$ cat config.mk
export PLATFORM = sky130hd
export DESIGN_NAME = nmea_auth_sentence_parser_core
export DESIGN_NICKNAME = d
export VERILOG_FILES = /design/src/hw/rtl/naps_pkg.sv /design/src/hw/rtl/naps_parser.sv /design/src/hw/rtl/naps_rsp_queue.sv /design/src/hw/rtl/nmea_auth_sentence_parser_core.sv
export SDC_FILE = /design/constraint.sdc
export NUM_CORES = 1
export LEC_CHECK = 0
export ABC_AREA = 1
export BUFFER_PORTS_ARGS = -buffer_cell sky130_fd_sc_hd__buf_2
export CAP_MARGIN = 10
export CORE_MARGIN = 4
export CORE_UTILIZATION = 60
export DETAILED_ROUTE_END_ITERATION = 6
export PLACE_DENSITY = 0.78
export SETUP_SLACK_MARGIN = 0.1
export SKIP_LAST_GASP = 1
export SLEW_MARGIN = 20
export SYNTH_ARGS = -nofsm -noshare
export SYNTH_HDL_FRONTEND = slang
export SYNTH_SLANG_ARGS = --single-unit
$ cat constraint.sdc
create_clock -name clock -period 6.1 [get_ports clock]
set_clock_uncertainty 0.05 [all_clocks]
set_input_delay 0.61 -clock clock [delete_from_list [all_inputs] [get_ports clock]]
set_output_delay 0.61 -clock clock [all_outputs]
set_load 0.02 [all_outputs]
$ cat src/hw/rtl/naps_pkg.sv
// ----------------------------------------------------------------------------
// naps_pkg
// Shared constants, result word type and character helpers for the PHTG
// sentence parser.
// ----------------------------------------------------------------------------
package naps_pkg;

   // numeric field range: values must fit a signed VALUE_WIDTH-bit integer
   localparam int VALUE_WIDTH = 32;
   localparam int LATCH_WIDTH = 32;
   localparam int ACC_WIDTH   = VALUE_WIDTH + 4;
   localparam logic [VALUE_WIDTH-1:0] VALUE_LIMIT = {1'b1, {(VALUE_WIDTH-1){1'b0}}};

   // line layout
   localparam int LEAD_LEN   = 5;
   localparam int BODY_START = 6;
   localparam int MIN_FIELDS = 6;
   localparam int AUTH_FIELD = 4;
   localparam int WARN_FIELD = 5;

   localparam logic [2:0] POS_MAX   = 3'd7;
   localparam logic [2:0] COUNT_MAX = 3'd6;

   // characters
   localparam logic [7:0] CHAR_CR    = 8'h0D;
   localparam logic [7:0] CHAR_LF    = 8'h0A;
   localparam logic [7:0] CHAR_STAR  = 8'h2A;
   localparam logic [7:0] CHAR_COMMA = 8'h2C;
   localparam logic [7:0] CHAR_PLUS  = 8'h2B;
   localparam logic [7:0] CHAR_MINUS = 8'h2D;
   localparam logic [7:0] CHAR_ZERO  = 8'h30;
   localparam logic [7:0] CHAR_NINE  = 8'h39;

   // result queue
   localparam int QUEUE_DEPTH = 3;
   localparam int QCNT_WIDTH  = $clog2(QUEUE_DEPTH + 1);

   typedef struct packed {
      logic                           sentence_ok;
      logic signed [LATCH_WIDTH-1:0]  auth_status;
      logic signed [LATCH_WIDTH-1:0]  warning_code;
      logic                           work_state;
      logic                           auth_changed;
   } rsp_type;

   // expected byte of the $PHTG lead-in at a given position
   function automatic logic [7:0] lead_char(input logic [2:0] idx);
      logic [7:0] ch;
      case (idx)
         3'd0:    ch = 8'h24;
         3'd1:    ch = 8'h50;
         3'd2:    ch = 8'h48;
         3'd3:    ch = 8'h54;
         3'd4:    ch = 8'h47;
         default: ch = 8'h00;
      endcase
      return ch;
   endfunction

   // {valid, nibble} for a hex digit character
   function automatic logic [4:0] hex_decode(input logic [7:0] ch);
      logic [4:0] res;
      if (ch >= 8'h30 && ch <= 8'h39) begin
         res = {1'b1, 4'(ch - 8'h30)};
      end else if (ch >= 8'h41 && ch <= 8'h46) begin
         res = {1'b1, 4'(ch - 8'h37)};
      end else if (ch >= 8'h61 && ch <= 8'h66) begin
         res = {1'b1, 4'(ch - 8'h57)};
      end else begin
         res = 5'd0;
      end
      return res;
   endfunction

   // signed VALUE_WIDTH value to the latched width
   function automatic logic [LATCH_WIDTH-1:0] to_latch(input logic [VALUE_WIDTH-1:0] v);
      return LATCH_WIDTH'($signed(v));
   endfunction

endpackage

$ cat src/hw/rtl/naps_parser.sv
// ----------------------------------------------------------------------------
// naps_parser
// Per-byte line state: lead-in check, XOR checksum, field counting and
// signed decimal accumulation. Emits one result word per non-empty line.
// ----------------------------------------------------------------------------
module naps_parser (
   input  logic             clock,
   input  logic             reset,
   input  logic             valid_i,
   input  logic [7:0]       byte_i,
   output logic             res_valid_o,
   output naps_pkg::rsp_type res_o
);

   typedef enum logic [1:0] {PH_BODY, PH_DIG1, PH_DIG2, PH_DONE} phase_type;

   logic [2:0]                          pos_ff, pos_in;
   logic                                prefix_ok_ff, prefix_ok_in;
   logic [7:0]                          xor_ff, xor_in;
   logic [2:0]                          fcount_ff, fcount_in;
   phase_type                           phase_ff, phase_in;
   logic [7:0]                          rx_sum_ff, rx_sum_in;
   logic [naps_pkg::VALUE_WIDTH-1:0]    acc_ff, acc_in;
   logic                                seen_ff, seen_in;
   logic                                neg_ff, neg_in;
   logic                                digit_ff, digit_in;
   logic [naps_pkg::LATCH_WIDTH-1:0]    pend_auth_ff, pend_auth_in;
   logic [naps_pkg::LATCH_WIDTH-1:0]    pend_warn_ff, pend_warn_in;
   logic                                line_err_ff, line_err_in;
   logic [naps_pkg::LATCH_WIDTH-1:0]    held_auth_ff, held_auth_in;
   logic [naps_pkg::LATCH_WIDTH-1:0]    held_warn_ff, held_warn_in;

   logic                                is_end;
   logic                                is_digit;
   logic                                num_field;
   logic                                do_close;
   logic                                line_ok;
   logic [4:0]                          hex;
   logic [naps_pkg::ACC_WIDTH-1:0]      acc_next;
   logic [naps_pkg::VALUE_WIDTH-1:0]    signed_val;

   assign is_end    = (byte_i == naps_pkg::CHAR_CR) || (byte_i == naps_pkg::CHAR_LF);
   assign is_digit  = (byte_i >= naps_pkg::CHAR_ZERO) && (byte_i <= naps_pkg::CHAR_NINE);
   assign num_field = (fcount_ff == 3'(naps_pkg::AUTH_FIELD)) ||
                      (fcount_ff == 3'(naps_pkg::WARN_FIELD));
   assign hex       = naps_pkg::hex_decode(byte_i);
   assign acc_next  = naps_pkg::ACC_WIDTH'({acc_ff, 3'b000}) +
                      naps_pkg::ACC_WIDTH'({acc_ff, 1'b0}) +
                      naps_pkg::ACC_WIDTH'(4'(byte_i - naps_pkg::CHAR_ZERO));
   assign signed_val = neg_ff ? (naps_pkg::VALUE_WIDTH'(0) - acc_ff) : acc_ff;
   assign line_ok   = prefix_ok_ff && (pos_ff >= 3'(naps_pkg::LEAD_LEN)) &&
                      (phase_ff == PH_DONE) && !line_err_ff && (rx_sum_ff == xor_ff) &&
                      (fcount_ff >= 3'(naps_pkg::MIN_FIELDS));

   always_comb begin
      pos_in       = pos_ff;
      prefix_ok_in = prefix_ok_ff;
      xor_in       = xor_ff;
      fcount_in    = fcount_ff;
      phase_in     = phase_ff;
      rx_sum_in    = rx_sum_ff;
      acc_in       = acc_ff;
      seen_in      = seen_ff;
      neg_in       = neg_ff;
      digit_in     = digit_ff;
      pend_auth_in = pend_auth_ff;
      pend_warn_in = pend_warn_ff;
      line_err_in  = line_err_ff;
      held_auth_in = held_auth_ff;
      held_warn_in = held_warn_ff;
      do_close     = 1'b0;
      res_valid_o  = 1'b0;
      res_o        = '0;

      if (valid_i) begin
         if (is_end) begin
            if (pos_ff != 3'd0) begin
               if (line_ok) begin
                  held_auth_in = pend_auth_ff;
                  held_warn_in = pend_warn_ff;
               end
               res_valid_o        = 1'b1;
               res_o.sentence_ok  = line_ok;
               res_o.auth_status  = held_auth_in;
               res_o.warning_code = held_warn_in;
               res_o.work_state   = (held_auth_in != '0) &&
                                    !held_auth_in[naps_pkg::LATCH_WIDTH-1];
               res_o.auth_changed = line_ok && (pend_auth_ff != held_auth_ff);
               // start the next line afresh
               pos_in       = 3'd0;
               prefix_ok_in = 1'b1;
               xor_in       = 8'd0;
               fcount_in    = 3'd0;
               phase_in     = PH_BODY;
               rx_sum_in    = 8'd0;
               acc_in       = '0;
               seen_in      = 1'b0;
               neg_in       = 1'b0;
               digit_in     = 1'b0;
               pend_auth_in = '0;
               pend_warn_in = '0;
               line_err_in  = 1'b0;
            end
         end else begin
            if (pos_ff != naps_pkg::POS_MAX) begin
               pos_in = pos_ff + 3'd1;
            end
            if (pos_ff < 3'(naps_pkg::LEAD_LEN) && byte_i != naps_pkg::lead_char(pos_ff)) begin
               prefix_ok_in = 1'b0;
            end

            unique case (phase_ff)
               PH_BODY: begin
                  if (byte_i == naps_pkg::CHAR_STAR) begin
                     do_close = (pos_ff >= 3'(naps_pkg::BODY_START)) && seen_ff;
                     phase_in = PH_DIG1;
                  end else begin
                     if (pos_ff != 3'd0) begin
                        xor_in = xor_ff ^ byte_i;
                     end
                     if (pos_ff >= 3'(naps_pkg::BODY_START)) begin
                        if (byte_i == naps_pkg::CHAR_COMMA) begin
                           do_close = 1'b1;
                        end else begin
                           if (num_field) begin
                              if (is_digit) begin
                                 digit_in = 1'b1;
                                 if (acc_next > naps_pkg::ACC_WIDTH'(naps_pkg::VALUE_LIMIT)) begin
                                    line_err_in = 1'b1;
                                 end else begin
                                    acc_in = acc_next[naps_pkg::VALUE_WIDTH-1:0];
                                 end
                              end else if (!seen_ff && (byte_i == naps_pkg::CHAR_PLUS ||
                                                        byte_i == naps_pkg::CHAR_MINUS)) begin
                                 neg_in = (byte_i == naps_pkg::CHAR_MINUS);
                              end else begin
                                 line_err_in = 1'b1;
                              end
                           end
                           seen_in = 1'b1;
                        end
                     end
                  end
               end
               PH_DIG1: begin
                  line_err_in = line_err_ff | !hex[4];
                  rx_sum_in   = {hex[3:0], 4'h0};
                  phase_in    = PH_DIG2;
               end
               PH_DIG2: begin
                  line_err_in = line_err_ff | !hex[4];
                  rx_sum_in   = (hex[4]) ? {rx_sum_ff[7:4], hex[3:0]} : rx_sum_ff;
                  phase_in    = PH_DONE;
               end
               PH_DONE: begin
               end
               default: begin
               end
            endcase

            if (do_close) begin
               if (num_field && seen_ff) begin
                  if (!digit_ff || (!neg_ff && acc_ff >= naps_pkg::VALUE_LIMIT)) begin
                     line_err_in = 1'b1;
                  end
               end
               if (fcount_ff == 3'(naps_pkg::AUTH_FIELD)) begin
                  pend_auth_in = naps_pkg::to_latch(signed_val);
                  acc_in       = '0;
               end
               if (fcount_ff == 3'(naps_pkg::WARN_FIELD)) begin
                  pend_warn_in = naps_pkg::to_latch(signed_val);
               end
               seen_in  = 1'b0;
               neg_in   = 1'b0;
               digit_in = 1'b0;
               if (fcount_ff != naps_pkg::COUNT_MAX) begin
                  fcount_in = fcount_ff + 3'd1;
               end
            end
         end
      end
   end

   always_ff @(posedge clock) begin
      if (reset) begin
         pos_ff       <= 3'd0;
         prefix_ok_ff <= 1'b1;
         xor_ff       <= 8'd0;
         fcount_ff    <= 3'd0;
         phase_ff     <= PH_BODY;
         rx_sum_ff    <= 8'd0;
         acc_ff       <= '0;
         seen_ff      <= 1'b0;
         neg_ff       <= 1'b0;
         digit_ff     <= 1'b0;
         pend_auth_ff <= '0;
         pend_warn_ff <= '0;
         line_err_ff  <= 1'b0;
         held_auth_ff <= '0;
         held_warn_ff <= '0;
      end else begin
         pos_ff       <= pos_in;
         prefix_ok_ff <= prefix_ok_in;
         xor_ff       <= xor_in;
         fcount_ff    <= fcount_in;
         phase_ff     <= phase_in;
         rx_sum_ff    <= rx_sum_in;
         acc_ff       <= acc_in;
         seen_ff      <= seen_in;
         neg_ff       <= neg_in;
         digit_ff     <= digit_in;
         pend_auth_ff <= pend_auth_in;
         pend_warn_ff <= pend_warn_in;
         line_err_ff  <= line_err_in;
         held_auth_ff <= held_auth_in;
         held_warn_ff <= held_warn_in;
      end
   end

endmodule

$ cat src/hw/rtl/naps_rsp_queue.sv
// ----------------------------------------------------------------------------
// naps_rsp_queue
// Small shifting queue of result words; the head slot drives the output.
// ----------------------------------------------------------------------------
module naps_rsp_queue (
   input  logic                               clock,
   input  logic                               reset,
   input  logic                               push_i,
   input  naps_pkg::rsp_type                  push_data_i,
   input  logic                               pop_i,
   output logic                               valid_o,
   output naps_pkg::rsp_type                  data_o,
   output logic [naps_pkg::QCNT_WIDTH-1:0]    count_o
);

   naps_pkg::rsp_type                    slots_ff [naps_pkg::QUEUE_DEPTH];
   naps_pkg::rsp_type                    slots_in [naps_pkg::QUEUE_DEPTH];
   logic [naps_pkg::QCNT_WIDTH-1:0]      count_ff, count_in;
   logic [naps_pkg::QCNT_WIDTH-1:0]      wr_idx;
   logic                                 do_pop;

   assign do_pop  = pop_i && (count_ff != '0);
   assign wr_idx  = count_ff - naps_pkg::QCNT_WIDTH'(do_pop);
   assign valid_o = (count_ff != '0);
   assign data_o  = slots_ff[0];
   assign count_o = count_ff;
   assign count_in = count_ff + naps_pkg::QCNT_WIDTH'(push_i) - naps_pkg::QCNT_WIDTH'(do_pop);

   always_comb begin
      for (int i = 0; i < naps_pkg::QUEUE_DEPTH; i++) begin
         // advance towards the head on a pop
         if (do_pop && i + 1 < naps_pkg::QUEUE_DEPTH) begin
            slots_in[i] = slots_ff[i+1];
         end else begin
            slots_in[i] = slots_ff[i];
         end
         if (push_i && wr_idx == naps_pkg::QCNT_WIDTH'(i)) begin
            slots_in[i] = push_data_i;
         end
      end
   end

   always_ff @(posedge clock) begin
      if (reset) begin
         count_ff <= '0;
      end else begin
         count_ff <= count_in;
      end
      for (int i = 0; i < naps_pkg::QUEUE_DEPTH; i++) begin
         slots_ff[i] <= slots_in[i];
      end
   end

endmodule

$ cat src/hw/rtl/nmea_auth_sentence_parser_core.sv
// ----------------------------------------------------------------------------
// nmea_auth_sentence_parser_core
// PHTG sentence parser with NMEA XOR checksum, one serial byte per word.
// ----------------------------------------------------------------------------
// Takes one received byte per cycle while req_stall is low and gives one
// result word for every non-empty line, once the CR or LF that ends it has
// passed the input register and the per-byte parse step into a three-word
// result queue. A line is accepted when it starts with $PHTG, the two hex
// digits after the first '*' match the XOR of the bytes between '$' and '*',
// fields four and five are well-formed signed decimals and at least six
// fields are present; only then are the authentication result and warning
// code latched. req_stall rises only when the result queue is close to
// full, so input runs at one byte per cycle while results are taken.
module nmea_auth_sentence_parser_core (
   input  logic                                      clock,
   input  logic                                      reset,
   input  logic                                      req_valid,
   output logic                                      req_stall,
   input  logic [7:0]                                req_rx_byte,
   output logic                                      rsp_valid,
   input  logic                                      rsp_stall,
   output logic                                      rsp_sentence_ok,
   output logic signed [naps_pkg::LATCH_WIDTH-1:0]   rsp_auth_result,
   output logic signed [naps_pkg::LATCH_WIDTH-1:0]   rsp_warning_code,
   output logic                                      rsp_work_state,
   output logic                                      rsp_auth_changed
);

   logic                              in_valid_ff, in_valid_in;
   logic [7:0]                        in_byte_ff, in_byte_in;
   logic                              req_accept;
   logic                              res_valid;
   naps_pkg::rsp_type                 res_word;
   naps_pkg::rsp_type                 head_word;
   logic [naps_pkg::QCNT_WIDTH-1:0]   q_count;
   logic [naps_pkg::QCNT_WIDTH:0]     q_load;

   // hold off once the queue could not take a word from the byte in flight
   assign q_load     = {1'b0, q_count} + (naps_pkg::QCNT_WIDTH+1)'(in_valid_ff);
   assign req_stall  = (q_load >= (naps_pkg::QCNT_WIDTH+1)'(naps_pkg::QUEUE_DEPTH));
   assign req_accept = req_valid && !req_stall;

   assign in_valid_in = req_accept;
   assign in_byte_in  = req_accept ? req_rx_byte : in_byte_ff;

   always_ff @(posedge clock) begin
      if (reset) begin
         in_valid_ff <= 1'b0;
      end else begin
         in_valid_ff <= in_valid_in;
      end
      in_byte_ff <= in_byte_in;
   end

   naps_parser u_parser (
      .clock       (clock),
      .reset       (reset),
      .valid_i     (in_valid_ff),
      .byte_i      (in_byte_ff),
      .res_valid_o (res_valid),
      .res_o       (res_word)
   );

   naps_rsp_queue u_queue (
      .clock       (clock),
      .reset       (reset),
      .push_i      (res_valid),
      .push_data_i (res_word),
      .pop_i       (!rsp_stall),
      .valid_o     (rsp_valid),
      .data_o      (head_word),
      .count_o     (q_count)
   );

   assign rsp_sentence_ok  = head_word.sentence_ok;
   assign rsp_auth_result  = head_word.auth_status;
   assign rsp_warning_code = head_word.warning_code;
   assign rsp_work_state   = head_word.work_state;
   assign rsp_auth_changed = head_word.auth_changed;

endmodule
==> results_dict.tcl, run 1 <==
set metrics [dict create \
    antennaDiodeCount 0 \
    drc 0 \
    dr_total_vias 17970 \
    design.die.area_um2 38900 \
    drt.antenna.violating_nets 0 \
    start_kind "flip-flop" \
    dieWidth_um 197.2 \
    cts_htree_levels 2 \
    r2r_slack_ns 1.10 \
    rows 69 \
    clock.fmax_ghz 0.2000 \
    syn_nets 2814 \
    layout.nets 2786 \
    fin_crit_sh 0.8195 \
    reg2regPathDepth 20 \
    cts_resized 0 \
    cts_sinks 401 \
    synthFlopType "edfxtp_1" \
    dp.final_hpwl_um 40120 \
    min_period_ns 4.999 \
    cts_root_buffer "clkbuf_16" \
    cp_cell_sequence "fa_1 -> inv_1 -> fa_1 -> inv_1 -> nand2_1 -> nand3_1 -> xnor2_1 -> nand3_1 -> nor2_1 -> nand3_1 -> nor2_1 -> nand2_1 -> nand2_1 -> nand2_1 -> inv_2 -> nand3_2 -> inv_2 -> a21oi_1 -> o21ai_0 -> a21oi_1" \
    cp_slowest_stage_delay_ns 0.71 \
    min-delay-path-class "input pin to flip-flop" \
    cp_num_buf_inv 4 \
    finalSetupViolCount 0 \
    worstHoldStart "req_rx_byte[4]" \
    finalWirelength_um 55800 \
    synth.ff_latch_count 401 \
    crit_slowest_cell "inv_2" \
    firstDrtPassIters 6 \
    cp.arrival_ns 5.35 \
    slew_viol_final 0 \
    syn2layout_area_growth_pct 7.209 \
    yosysSeqAreaShare 0.4710 \
    fp.dieH_um 197.2 \
    crit_required_ns 6.45 \
    status "finished clean" \
    ir_drop_mv 0.4582 \
    drt_iter0_drc 1502 \
    synth_edf_count 209 \
    slew_headroom 0.3525 \
    worstHoldPathCells 1 \
    worstMarginPinSlew_ns 0.9698 \
    tritoncts "yes" \
    cts-buffers-inserted 41 \
    synth-async-reset-ratio 0 \
    hold_violations 0 \
    portBuffers 80 \
    overflow 0 \
    track_usage 0.2793 \
    whs_endpoint "in_byte_ff[4]$_DFFE_PP_" \
    end_kind "flip-flop" \
    syn_area_per_cell_um2 7.929 \
    r2r-start "in_byte_ff[3]$_DFFE_PP_" \
    initial_core_util 0.6056 \
    grt_pass1_wl_um 87950 \
    rsz0062_at_grt "false" \
    drive_above_1_share 0.08069 \
    most-common-layout-cells "nand2_1 (647), o21ai_0 (356), inv_1 (323)" \
    clk_path_buf_depth 3 \
    post_cts_buffers 0 \
    dp_slack_ns 1.202 \
    cpMostUsedCell "nand2_1" \
    utilization 0.6492 \
    drv_cap 0 \
    wire_per_inst_um 17.57 \
    power.density_nw_per_um2 252.9 \
    crit_type "flip-flop to flip-flop" \
    vias_per_cell 5.660 \
    reg2reg_to "u_parser.acc_ff[9]$_SDFFE_PP0P_" \
    final_common_cell "nand2_1" \
    cellLeakagePower_nw 9.983 \
    clock_latency_ns 0.57 \
    grt_pass1_vias 16680 \
    core_area_um2 35480 \
    grt_max_degree 133 \
    yosysWarnings 0 \
    antenna_found_initial 0 \
    synthCells 2710 \
    syn_area_um2 21490 \
    cp_top_family "simple AND/OR/NAND/NOR gates" \
    gp_congestion 0.9567 \
    fin_ws_ns 1.101 \
    worst-path-max-fanout 33 \
    setup_tns_ns 0 \
    yosysUniqueCellTypes 48 \
    holdBufCountCts 0 \
    num_io_pins 81 \
    cts.clk_slew.worst_paths_ns 0.06 \
]
state kept, by name, summed over array words and instances (netlist names), 2 cells and up:
register               count
u_parser.rx_sum_ff         8
u_parser.xor_ff            8
u_queue.count_o            2
u_parser.held_auth_ff     32
u_parser.held_warn_ff     32
in_byte_ff                 8
u_parser.acc_ff           32
u_parser.pos_ff            3
u_parser.phase_ff          2
u_parser.pend_warn_ff     32
u_parser.fcount_ff         3
u_queue.slots_ff         201
u_parser.pend_auth_ff     32
kinds of logic (layout without fill, tap and decap cells):
logic type | after synthesis | count (layout) | share of synthesized area
xor gates and xnor gates | 47 | 47 | 0.01916
muxes | 6 | 6 | 0.003144
DFF | 401 | 401 | 0.4710
and+or+nand+nor | 1046 | 1046 | 0.2010
buffers and inverters | 505 | 509 | 0.1024
adders and majority gates | 92 | 92 | 0.05427
AOI/OAI and AO/OA | 613 | 613 | 0.1491
routing by layer:
| layer | global-route usage | routed length (um) | vias to the layer above |
|---|---|---|---|
| li1 | - | - | 8826 |
| met1 | 0.3904 | 24760 | 8370 |
| met2 | 0.4568 | 25850 | 663 |
| met3 | 0.03906 | 3575 | 111 |
| met4 | 0.08423 | 1607 | 0 |
| met5 | 0 | 0 | - |
cell type report:
cell class	count	area, um2
Clock inverter	18	145.1
Inverter	335	1260
Tap cell	461	576.8
Sequential cell	401	10120
Fill cell	2966	12450
Multi-Input combinational cell	1804	9185
Timing Repair Buffer	99	546.8
Clock buffer	57	1202
through the flow:
step | total power (W) | cell area, um2 | instances | hold slack (ns)
finish | 0.005826 | 23040 | 3175 | 0.1690
detailed placement | 0.003386 | 21680 | 3100 | 0.3959
CTS | 0.005852 | 23030 | 3175 | 0.1487
floorplan | 0.003307 | 21490 | 2710 | 0.3720
global route | 0.006003 | 23040 | 3175 | 0.1602
global placement | 0.003370 | 21680 | 3100 | 0.3814
synthesized netlist by cell type (all sizes together), types with 2 or more instances:
library cell | n | area share
nor2 | 214 | 0.039
o311ai | 2 | 0.00082
a211oi | 5 | 0.0017
mux2 | 6 | 0.0031
a31oi | 5 | 0.0015
edfxtp | 209 | 0.29
and3 | 3 | 0.00087
xnor2 | 37 | 0.015
nand4 | 29 | 0.0084
clkbuf | 69 | 0.012
xor2 | 10 | 0.0041
nor3 | 41 | 0.011
nor3b | 4 | 0.0014
o2111ai | 4 | 0.0016
or2 | 14 | 0.0041
nand2 | 650 | 0.11
o21a | 13 | 0.0045
inv | 334 | 0.058
nand3b | 3 | 0.0010
buf | 101 | 0.032
o21ai | 369 | 0.086
and2 | 3 | 0.00087
nor4 | 4 | 0.0012
o21bai | 4 | 0.0014
ha | 90 | 0.052
a21oi | 195 | 0.045
dfxtp | 192 | 0.18
nand3 | 81 | 0.020
fa | 2 | 0.0019
o211ai | 12 | 0.0044
worst max-delay path by stage:
stage	depth (start not counted)	startpoint	slack, ns	endpoint
after global placement	25	in_byte_ff[3]$_DFFE_PP_	1.33	u_parser.acc_ff[27]$_SDFFE_PP0P_
after floorplan	15	in_byte_ff[0]$_DFFE_PP_	2.02	u_queue.slots_ff[0][0]$_DFFE_PP_
after detailed placement	20	in_byte_ff[3]$_DFFE_PP_	1.20	u_parser.acc_ff[22]$_SDFFE_PP0P_
final	20	in_byte_ff[3]$_DFFE_PP_	1.10	u_parser.acc_ff[9]$_SDFFE_PP0P_
after global routing	23	in_byte_ff[3]$_DFFE_PP_	0.73	u_parser.acc_ff[6]$_SDFFE_PP0P_
after CTS	23	in_byte_ff[3]$_DFFE_PP_	1.18	u_parser.acc_ff[9]$_SDFFE_PP0P_
power breakdown:
group / internal, W / switching (W) / leakage (nW)
logic: 0.0000914 / 0.000264 / 5.86
clock network: 0.00143 / 0.00107 / 0.669
registers: 0.00294 / 0.0000366 / 3.45
Note: power is estimated with default switching activity, not from simulation.
==> run 2: changes to the inputs <==
==> constraint.sdc (replaced) <==
create_clock -name clock -period 4.8 [get_ports clock]
set_clock_uncertainty 0.05 [all_clocks]
set_input_delay 0.48 -clock clock [delete_from_list [all_inputs] [get_ports clock]]
set_output_delay 0.48 -clock clock [all_outputs]
set_load 0.02 [all_outputs]
==> run 2 against run 1 <==
Worst setup slack lost 0.49 ns. Clock power is 23% higher. Sequential share of layout area is essentially flat. Largest cell class unchanged.
==> results_dict.tcl, run 2 (same netlist as run 1, synthesis figures left out) <==
set metrics [dict create \
    worstMarginPinSlew_ns 1.035 \
    drv_cap 0 \
    start_kind "flip-flop" \
    cts_resized 0 \
    setup_tns_ns 0 \
    cp.depth 22 \
    final_common_cell "nand2_1" \
    design.die.area_um2 38900 \
    core_area_um2 35480 \
    rsz0062_at_grt "false" \
    portBuffers 80 \
    clk_path_buf_depth 3 \
    firstDrtPassIters 5 \
    gp_congestion 0.9462 \
    r2r-start "in_byte_ff[3]$_DFFE_PP_" \
    cts-buffers-inserted 41 \
    power_switching_w 0.001696 \
    min_period_ns 4.193 \
    fillers 2982 \
    seq_power_share 0.518 \
    min-delay-path-class "input pin to flip-flop" \
    top_register "u_queue.slots_ff" \
    cellLeakagePower_nw 9.987 \
    cts.clk_slew.worst_paths_ns 0.06 \
    overflow 0 \
    vias_per_cell 5.634 \
    crit_path_end "u_parser.acc_ff[29]$_SDFFE_PP0P_" \
    power_frac_comb 0.061 \
    post_cts_buffers 0 \
    dr_total_vias 17930 \
    cp_top_family "simple AND/OR/NAND/NOR gates" \
    initial_core_util 0.6056 \
    largest_register_ffs 201 \
    fp.dieH_um 197.2 \
    grt_pass1_vias 16660 \
    num_io_pins 81 \
    clock.fmax_ghz 0.2385 \
    cp_cell_sequence "fa_1 -> inv_1 -> fa_1 -> inv_1 -> nand2_1 -> nand3_1 -> nand3_1 -> nand3_1 -> nand2_1 -> nand2_1 -> nor2_1 -> nand2_1 -> nor2_1 -> nand2_1 -> nand2_1 -> nand2_1 -> inv_2 -> nand3_2 -> buf_4 -> nand2_1 -> o211ai_1 -> a21oi_1" \
    hold_violations 0 \
    switching_share 0.2325 \
    wire_per_inst_um 17.09 \
    slew_viol_final 0 \
    layout.nets 2794 \
    reg2reg_to "u_parser.acc_ff[29]$_SDFFE_PP0P_" \
    cts_htree_levels 2 \
    crit_required_ns 5.13 \
    antenna_found_initial 0 \
    startpoint "in_byte_ff[3]$_DFFE_PP_" \
    power.density_nw_per_um2 316.5 \
    grt_max_degree 133 \
    worstHoldStart "req_rx_byte[4]" \
    holdBufCountCts 0 \
    holdWs_ns 0.05794 \
    cp.arrival_ns 4.53 \
    slew_headroom 0.3103 \
    finalSetupViolCount 0 \
    antennaDiodeCount 0 \
    cts_root_buffer "clkbuf_16" \
    status "finished clean" \
    cp_slowest_stage_delay_ns 0.62 \
    clkPwrFrac 0.421 \
    grt_pass1_wl_um 85900 \
    finalWirelength_um 54410 \
    most-common-layout-cells "nand2_1 (648), o21ai_0 (356), inv_1 (323)" \
    cp_num_buf_inv 4 \
    dp.final_hpwl_um 39600 \
    p_int_w 0.005598 \
    drt.antenna.violating_nets 0 \
    reg2regPathDepth 22 \
    crit_slowest_cell "fa_1" \
    cpMostUsedCell "nand2_1" \
    crit_type "flip-flop to flip-flop" \
    drt_iter0_drc 1634 \
    clock_latency_ns 0.54 \
    dieWidth_um 197.2 \
    end_kind "flip-flop" \
    tritoncts "yes" \
    fin_crit_sh 0.8735 \
    syn2layout_area_growth_pct 7.267 \
    r2r_slack_ns 0.61 \
    track_usage 0.2705 \
    ir_drop_mv 0.3771 \
    drc 0 \
    rows 69 \
    cts_sinks 401 \
    worst-path-max-fanout 29 \
    drive_above_1_share 0.08119 \
]
==> run 2: how the worst min path moves through the flow <==
stage	to	slack [ns]	depth (start not counted)
after floorplan	u_parser.digit_ff$_SDFFE_PP0P_	0.37	2
after global placement	u_parser.digit_ff$_SDFFE_PP0P_	0.38	2
after detailed placement	u_parser.digit_ff$_SDFFE_PP0P_	0.39	2
after CTS	in_byte_ff[4]$_DFFE_PP_	0.04	1
after global routing	in_byte_ff[6]$_DFFE_PP_	0.05	1
final	in_byte_ff[4]$_DFFE_PP_	0.06	1
==> run 2: cell type report <==
cell class	count	area, um2	share of cell area
timing repair buffer	107	606.8	0.02633
inverter	335	1260	0.05467
tap	461	576.8	0.02503
clock buffer	59	1196	0.05190
multi-input combinational	1804	9183	0.3984
clock inverter	16	106.4	0.004614
sequential	401	10120	0.4391
==> run 2: metal layers <==
| metal | GRT usage | wire [um] | vias to the layer above |
|---|---|---|---|
| met4 | 0.09425 | 1717 | 0 |
| met2 | 0.4319 | 24700 | 672 |
| met1 | 0.3829 | 24370 | 8301 |
| met3 | 0.03582 | 3632 | 120 |
| met5 | 0 | 0 | - |
| li1 | - | - | 8840 |
==> run 2: stage by stage <==
step	util	power (W)	cells	setup slack (ns)	area, um2
after floorplan	-	0.004203	2710	0.7215	21490
after global placement	0.6128	0.004278	3108	0.6234	21740
after detailed placement	0.6128	0.004297	3108	0.6339	21740
after CTS	0.6495	0.007345	3183	0.6177	23040
after global routing	0.6496	0.007531	3183	0.2549	23050
final	0.6496	0.007294	3183	0.6074	23050
==> run 2: worst register-to-register path: stages, from the launching register on <==
cell	delay (ns)
edfxtp_1	0.55
fa_1	0.63
inv_1	0.07
fa_1	0.46
inv_1	0.11
nand2_1	0.07
nand3_1	0.19
nand3_1	0.19
nand3_1	0.15
nand2_1	0.06
nand2_1	0.17
nor2_1	0.07
nand2_1	0.07
nor2_1	0.05
nand2_1	0.06
nand2_1	0.04
nand2_1	0.10
inv_2	0.05
nand3_2	0.06
buf_4	0.34
nand2_1	0.19
o211ai_1	0.21
a21oi_1	0.11
==> run 2: power groups by stage <==
stage	clock network, W	registers (W)	logic [W]
floorplan	0	0.00385	0.000356
global placement	0	0.00385	0.000431
detailed placement	0	0.00385	0.000444
CTS	0.00312	0.00378	0.000446
global route	0.00326	0.00379	0.000487
finish	0.00307	0.00378	0.000445
